===== config.mk =====
export PLATFORM = sky130hd
export DESIGN_NAME = lbe_ctrl
export DESIGN_NICKNAME = d
export VERILOG_FILES = /design/src/rtl/core/lbe_pkg.sv /design/src/rtl/core/lbe_ctrl.sv
export SDC_FILE = /design/constraint.sdc
export NUM_CORES = 1
export LEC_CHECK = 0
export BUFFER_PORTS_ARGS = -buffer_cell sky130_fd_sc_hd__buf_4
export CAP_MARGIN = 5
export CORE_ASPECT_RATIO = 0.75
export CORE_MARGIN = 1.5
export CORE_UTILIZATION = 46
export DETAILED_ROUTE_END_ITERATION = 12
export PLACE_DENSITY_LB_ADDON = 0.1
export SKIP_LAST_GASP = 1
export SYNTH_ARGS = -nofsm -noshare
export SYNTH_HDL_FRONTEND = slang
export SYNTH_SLANG_ARGS = --single-unit

===== constraint.sdc =====
create_clock -name clock -period 2.25 [get_ports clock]
set_input_delay 0.675 -clock clock [delete_from_list [all_inputs] [get_ports clock]]
set_output_delay 0.675 -clock clock [all_outputs]
set_load 0.02 [all_outputs]

===== src/rtl/core/lbe_pkg.sv =====
// ----------------------------------------------------------------------------
// lbe_pkg
// Shared types and constants of the layer eviction block: transaction
// structs, operation codes, register indexes and controller/datapath links.
// ----------------------------------------------------------------------------
package lbe_pkg;

   localparam int OP_W      = 3;
   localparam int SLOT_W    = 5;
   localparam int BYTES_W   = 40;
   localparam int TOT_W     = 46;
   localparam int THR_W     = 17;
   localparam int PROD_W    = TOT_W + THR_W;
   localparam int CSR_IDX_W = 1;

   // operation codes
   localparam logic [OP_W-1:0] OP_REGISTER   = 3'd0;
   localparam logic [OP_W-1:0] OP_UNREGISTER = 3'd1;
   localparam logic [OP_W-1:0] OP_ACCESS     = 3'd2;
   localparam logic [OP_W-1:0] OP_RELOAD     = 3'd3;
   localparam logic [OP_W-1:0] OP_EVICT      = 3'd4;
   localparam logic [OP_W-1:0] OP_TICK       = 3'd5;

   // result kinds
   localparam logic KIND_EVICT  = 1'b0;
   localparam logic KIND_STATUS = 1'b1;

   // register indexes
   localparam logic [CSR_IDX_W-1:0] CSR_MAX_MEMORY = 1'd0;
   localparam logic [CSR_IDX_W-1:0] CSR_THRESHOLD  = 1'd1;

   localparam logic [TOT_W-1:0] MAX_MEMORY_RESET = 46'd8589934592;
   localparam logic [THR_W-1:0] THRESHOLD_RESET  = 17'd52429;

   typedef struct packed {
      logic [OP_W-1:0]    operation;
      logic [SLOT_W-1:0]  slot;
      logic [BYTES_W-1:0] layer_bytes;
      logic [TOT_W-1:0]   target_free;
   } lbe_req_type;

   typedef struct packed {
      logic              kind;
      logic [SLOT_W-1:0] slot_out;
      logic              ok;
      logic [TOT_W-1:0]  resident_bytes;
      logic [TOT_W-1:0]  evicted_bytes;
      logic              last;
   } lbe_rsp_type;

   // controller to datapath
   typedef struct packed {
      logic latch_req;
      logic reg_slot;
      logic unreg_slot;
      logic reload_slot;
      logic tgt_max;
      logic tgt_req;
      logic ev_init;
      logic ev_step;
      logic ev_latch;
      logic size_sel_ev;
      logic ev_commit;
      logic rd_prev;
      logic rm_init;
      logic rm_step;
      logic rm_done;
      logic fr_init;
      logic fr_step;
      logic fr_done;
      logic emit_final;
      logic final_ok;
   } lbe_cmd_type;

   // datapath to controller
   typedef struct packed {
      logic [OP_W-1:0] op;
      logic            slot_free;
      logic            slot_used;
      logic            slot_evicted;
      logic            over;
      logic            tfree_le_max;
      logic            res_gt_tgt;
      logic            i_zero;
      logic            i_eq_len;
      logic            ev_hit;
      logic            out_free;
   } lbe_status_type;

   typedef enum logic [4:0] {
      ST_IDLE,
      ST_DECODE,
      ST_UNREG,
      ST_RELOAD,
      ST_PRESS,
      ST_EV_ADDR,
      ST_EV_LIST,
      ST_EV_SIZE,
      ST_EV_CHK,
      ST_RM_RD,
      ST_RM_WR,
      ST_FR_INIT,
      ST_FR_RD,
      ST_FR_WR,
      ST_FIN_ONE,
      ST_FIN_ZERO,
      ST_FIN_TGT
   } lbe_state_type;

endpackage


===== src/rtl/core/lbe_ctrl.sv =====
// ----------------------------------------------------------------------------
// lbe_ctrl
// Sequencer of the eviction block: decodes the operation and steps the
// datapath through list removal, front insert and eviction walks.
// ----------------------------------------------------------------------------
module lbe_ctrl (
   input  logic                   clock,
   input  logic                   reset,
   input  logic                   req_valid,
   output logic                   req_stall,
   input  lbe_pkg::lbe_status_type status,
   output lbe_pkg::lbe_cmd_type    cmd
);
   import lbe_pkg::*;

   lbe_state_type state_ff, state_in;

   // state register
   always_ff @(posedge clock) begin
      if (reset) begin
         state_ff <= ST_IDLE;
      end else begin
         state_ff <= state_in;
      end
   end

   // next state
   always_comb begin
      state_in = state_ff;
      unique case (state_ff)
         ST_IDLE: begin
            if (req_valid) state_in = ST_DECODE;
         end
         ST_DECODE: begin
            case (status.op)
               OP_REGISTER:   state_in = status.slot_free ? ST_PRESS : ST_FIN_ZERO;
               OP_UNREGISTER: state_in = status.slot_used ? ST_UNREG : ST_FIN_ZERO;
               OP_ACCESS:     state_in = status.slot_used ? ST_RM_RD : ST_FIN_ZERO;
               OP_RELOAD: begin
                  state_in = (status.slot_used && status.slot_evicted) ? ST_RELOAD
                                                                     : ST_FIN_ZERO;
               end
               OP_EVICT:      state_in = status.tfree_le_max ? ST_EV_ADDR : ST_FIN_ZERO;
               OP_TICK:       state_in = ST_PRESS;
               default:       state_in = ST_FIN_ZERO;
            endcase
         end
         ST_UNREG:  state_in = ST_RM_RD;
         ST_RELOAD: state_in = ST_FIN_ONE;
         ST_PRESS:  state_in = status.over ? ST_EV_ADDR : ST_FIN_ONE;
         ST_EV_ADDR: begin
            if (status.i_zero || !status.res_gt_tgt) begin
               state_in = (status.op == OP_REGISTER) ? ST_FIN_ONE : ST_FIN_TGT;
            end else begin
               state_in = ST_EV_LIST;
            end
         end
         ST_EV_LIST: state_in = ST_EV_SIZE;
         ST_EV_SIZE: state_in = ST_EV_CHK;
         ST_EV_CHK: begin
            if (!status.ev_hit || status.out_free) state_in = ST_EV_ADDR;
         end
         ST_RM_RD: begin
            if (status.i_eq_len) begin
               state_in = (status.op == OP_ACCESS) ? ST_FR_INIT : ST_FIN_ONE;
            end else begin
               state_in = ST_RM_WR;
            end
         end
         ST_RM_WR:   state_in = ST_RM_RD;
         ST_FR_INIT: state_in = ST_FR_RD;
         ST_FR_RD:   state_in = status.i_zero ? ST_FIN_ONE : ST_FR_WR;
         ST_FR_WR:   state_in = ST_FR_RD;
         ST_FIN_ONE, ST_FIN_ZERO, ST_FIN_TGT: begin
            if (status.out_free) state_in = ST_IDLE;
         end
         default: state_in = ST_IDLE;
      endcase
   end

   // command outputs
   always_comb begin
      cmd       = '0;
      req_stall = 1'b1;
      unique case (state_ff)
         ST_IDLE: begin
            req_stall     = 1'b0;
            cmd.latch_req = req_valid;
         end
         ST_DECODE: begin
            case (status.op)
               OP_REGISTER: cmd.reg_slot = status.slot_free;
               OP_ACCESS:   cmd.rm_init  = status.slot_used;
               OP_EVICT: begin
                  cmd.tgt_req = status.tfree_le_max;
                  cmd.ev_init = status.tfree_le_max;
               end
               default: ;
            endcase
         end
         ST_UNREG: begin
            cmd.unreg_slot = 1'b1;
            cmd.rm_init    = 1'b1;
         end
         ST_RELOAD: cmd.reload_slot = 1'b1;
         ST_PRESS: begin
            cmd.tgt_max = status.over;
            cmd.ev_init = status.over;
         end
         ST_EV_ADDR: begin
            cmd.rd_prev = 1'b1;
            cmd.ev_step = !(status.i_zero || !status.res_gt_tgt);
         end
         ST_EV_LIST: cmd.ev_latch = 1'b1;
         ST_EV_SIZE: cmd.size_sel_ev = 1'b1;
         ST_EV_CHK: begin
            cmd.size_sel_ev = 1'b1;
            cmd.ev_commit   = status.ev_hit && status.out_free;
         end
         ST_RM_RD: cmd.rm_done = status.i_eq_len;
         ST_RM_WR: cmd.rm_step = 1'b1;
         ST_FR_INIT: cmd.fr_init = 1'b1;
         ST_FR_RD: begin
            cmd.rd_prev = 1'b1;
            cmd.fr_done = status.i_zero;
         end
         ST_FR_WR: cmd.fr_step = 1'b1;
         ST_FIN_ONE: begin
            cmd.emit_final = status.out_free;
            cmd.final_ok   = 1'b1;
         end
         ST_FIN_ZERO: begin
            cmd.emit_final = status.out_free;
            cmd.final_ok   = 1'b0;
         end
         ST_FIN_TGT: begin
            cmd.emit_final = status.out_free;
            cmd.final_ok   = !status.res_gt_tgt;
         end
         default: ;
      endcase
   end

endmodule


==> metrics.sh <==
STATUS='finished, final reports clean'
FF2FF_PATH_DEPTH=6
MINIMUM_SETUP_SLACK_AMONG_REG_TO_REG_PATHS_NS=0.37
SETUP_VIOL_COUNT_FINAL=0
CTS.CLK_SLEW.WORST_PATHS_NS=0.05
TIMING.CRITICAL_PATH.BUF_INV=2
SYN-MEAN-INSTANCE-AREA_SQ_UM=6.56
DRIVE_ABOVE_1_SHARE_PCT=40.1
ARRIVAL_NS=1.53
FIRST_PASS_GRT_WIRE_LENGTH_UM=4330
SYN_AREA_SQ_UM=807
CRIT_TYPE='flop to output port'
REGISTERS.TOP_BY_FF_COUNT='state_ff'
GRT_ANTENNA_BEFORE_REPAIR=0
LAYOUT.NETS=184
SYNTHCELLS=123
FIRST_PASS_ITERS=4
SYNTH_AREA_LEADER_CELL='dfxtp_1'
SYNTH.AREA.TOP_CELLS='dfxtp_1 12%, nor2_1 6.5%, nand2_1 5.1%'
CLOCK-SKEW-FINAL_NS=0.00458
HOLDPATHSTAGES=2
CLOCK-SINKS=5
TIMING.SLEW.HEADROOM_PCT=79.7
TIMING.CRITICAL_PATH.FROM_TYPE='flop'
FP.DIEAREA_SQ_MM=0.00202
DIE_HEIGHT_UM=39.3
LARGEST_REG_FLOPS=5
MIN_TO='state_ff[2]$_SDFFE_PP0P_'
WORST_PATH_LARGEST_CELL_DELAY_NS=0.34
SYN_NETS=139
YOSYSTOPAREACELLSHARE_PCT=12.4
TIMING.CRITICAL_PATH.FANOUT_MAX=12
FIRST_ITER_VIOLATIONS=100
YS_FF_LATCH=5
YOSYS_MOST_USED_DFF='dfxtp_1'
DRT-TOTAL-WL_UM=2760
TIMING.RR.END='state_ff[2]$_SDFFE_PP0P_'
POWER.STATIC_LEAKAGE_uW=0.000556
POWER_DENSITY_mW_PER_MM2=1120
SYNTH_ENABLE_FLOP_CELLS=0
NUM_ANTENNA_CELLS=0
FINAL_COMMON_CELL='buf_4'
VIA_PER_INST=6.01
PROPORTION_OF_SYNTHESIZED_CHIP_AREA_IN_SEQUENTIAL_CELLS_PCT=12.4
AREA.GROWTH.SYNTH_TO_FINAL_PCT=53.2
PORT-BUFFER-COUNT=36
MAX-CAP-VIOLATIONS=0
CRITPATHCAPTURETYPE='output port'
POST-PLACE-CELLS=183
SETUP_TOTAL_NEGATIVE_SLACK_NS=0
TIMING.FINAL.CRIT_PERIOD_NS=2.20
FP.COREAREA_SQ_MM=0.00156
NUM_VIAS=1129
VIA_COUNT_OF_THE_FIRST_GLOBAL_ROUTING_PASS=914
FINALNONFILLERCELLS=188
DRT-WIRELENGTH-PER-CELL_UM=14.7
CTS-ROOT-TO-SINK-BUFFERS=2
WORSTHOLDSTART='state_ff[2]$_SDFFE_PP0P_'
WORST-SLEW-PIN-TRANSITION_NS=0.303
CRIT-REG2REG-LAUNCH='state_ff[1]$_SDFFE_PP0P_'
CP_SLOWEST_CELL='dfxtp_1'
CLK_ROOT_BUFFER_CELL='clkbuf_4'
CRITICAL-PATH-TOP-DELAY-FAMILY='simple AND/OR/NAND/NOR gates'
RSZ0062_AT_GRT='true'
ASYNC_FLOP_SHARE_PCT=0
CTS_INSERTED_BUFFERS=3
FINALCOREUTILIZATION_PCT=79.2
CRITICAL-PATH-TOP-CELL-BY-COUNT='buf_4'
MOST-COMMON-LAYOUT-CELLS='48 x buf_4, 13 x nor2_1, 11 x nand2_1'
TRITONCTS='built'
UPPER_CLOCK_FREQUENCY_LIMIT_MHz=454
LAYOUT_WORST_PATH_CYCLE_SHARE_PCT=98.0
MAXIMUM_NUMBER_OF_PINS_ON_ONE_NET_BEFORE_GLOBAL_ROUTE_REPAIR=19
GLOBAL_ROUTE.OVERFLOW_TOTAL=0
FLOORPLAN.INITIALDENSITY_PCT=51.7
ANT_NETS=0
SYNTH.LIB_CELLS_USED.DISTINCT=44
GPL.FINAL_WEIGHTED_CONGESTION=0.973
WORSTPATHREQUIRED_NS=1.57
REPORT.FINAL.HOLD_VIOL_COUNT=0
FINAL_MAX_SLEW_VIOL_COUNT=0
IOPINCOUNT=37
HTREE_DEPTH=1
TRACK_USAGE_PCT=28.7
POST_CTS_HOLD_BUFFER_COUNT=0
CHIP_WIDTH_UM=51.4
WHS_NS=0.581
REG.LARGEST.LIST='state_ff: 5 flops'
WORST_SKEW_PAIR.LATE_LATENCY_NS=0.23
HOLD_PATH_CLASS='flop to flop'
MAX-VDD-IR-DROP_uV=914
SYNTH_WARNINGS=0
NUM_ROWS=12
POST-ROUTE-DRC-COUNT=0
HPWLAFTERDP_UM=2090
CRITICAL_PATH.CELL_CHAIN='buf_4 -> nor3b_4 -> and3_1 -> or2_1 -> buf_4'
[how the worst max path moves through the flow]
stage | from | to | slack, ns | cells past startpoint
finish | state_ff[1]$_SDFFE_PP0P_ | cmd[13] | 0.05 | 5
CTS | state_ff[4]$_SDFFE_PP0P_ | cmd[13] | 0.02 | 5
global placement | status[11] | cmd[18] | 0.16 | 5
floorplan | status[11] | cmd[13] | 0.04 | 4
detailed placement | status[10] | cmd[13] | 0.15 | 5
global route | state_ff[4]$_SDFFE_PP0P_ | cmd[13] | -0.02 | 5
[area by class of cell]
| type | instances | area (sq um) |
|---|---|---|
| Timing Repair Buffer | 49 | 380 |
| Fill cell | 121 | 325 |
| Multi-Input combinational cell | 106 | 686 |
| Inverter | 3 | 11.3 |
| Sequential cell | 5 | 106 |
| Clock buffer | 4 | 26.3 |
| Tap cell | 21 | 26.3 |
[where the power goes]
| group | switching, uW | leakage (uW) | internal, uW | total [uW] |
|---|---|---|---|---|
| clock network | 34.3 | 0.0000150 | 66.9 | 101 |
| registers | 68.1 | 0.0000425 | 126 | 194 |
| logic | 592 | 0.000499 | 495 | 1090 |
| total | 694 | 0.000556 | 687 | 1380 |
[cell usage after synthesis, types with 2 or more instances]
cell type  instances
nor3_1             5
clkbuf_1           5
nor2b_1            6
nor4b_1            2
a21boi_0           2
a211oi_1           2
a21oi_1            8
a31oi_1            2
buf_2              4
and3b_1            2
or4b_1             2
and3_1             4
or3_1              2
inv_1              3
o31ai_1            2
nand2b_1           5
o21ai_0            7
dfxtp_1            5
a211o_1            2
nand3_1            6
nand2_1           11
nor2_1            14
[metrics by stage]
stage	setup WS, ns	area, sq um	total power (uW)
after detailed placement	0.148	1170	1210
after floorplan	0.0360	815	806
after global placement	0.157	1170	1190
final	0.0455	1240	1380
after global routing	-0.0185	1240	1460
after CTS	0.0246	1210	1340
[repair_timing]
action	4_1_cts	5_1_grt
endpoints found under the setup margin	2	5
gates resized for setup	5	4
pin swaps	0	1
setup buffers	0	1
[layer usage]
layer,GRT usage [%],up-vias,wire length [um]
met3,1.53,0,301
met4,7.89,0,0
met2,46.2,73,1250
met1,41.7,511,1210
met5,0,-,0
li1,-,545,-
[kinds of logic after synthesis]
group                  share of synthesized area (%)
AOI/OAI and AO/OA                               28.7
buffers and inverters                           6.20
DFF                                             12.4
muxes                                           2.64
and+or+nand+nor                                 50.1
[worst min-delay path: cells and delay by family, from the launching register on]
kind               cells  cell delay, ns
AOI/OAI and AO/OA      1            0.05
DFF                    1            0.37
and+or+nand+nor        1            0.11
Note: power is estimated with default switching activity, not from simulation.
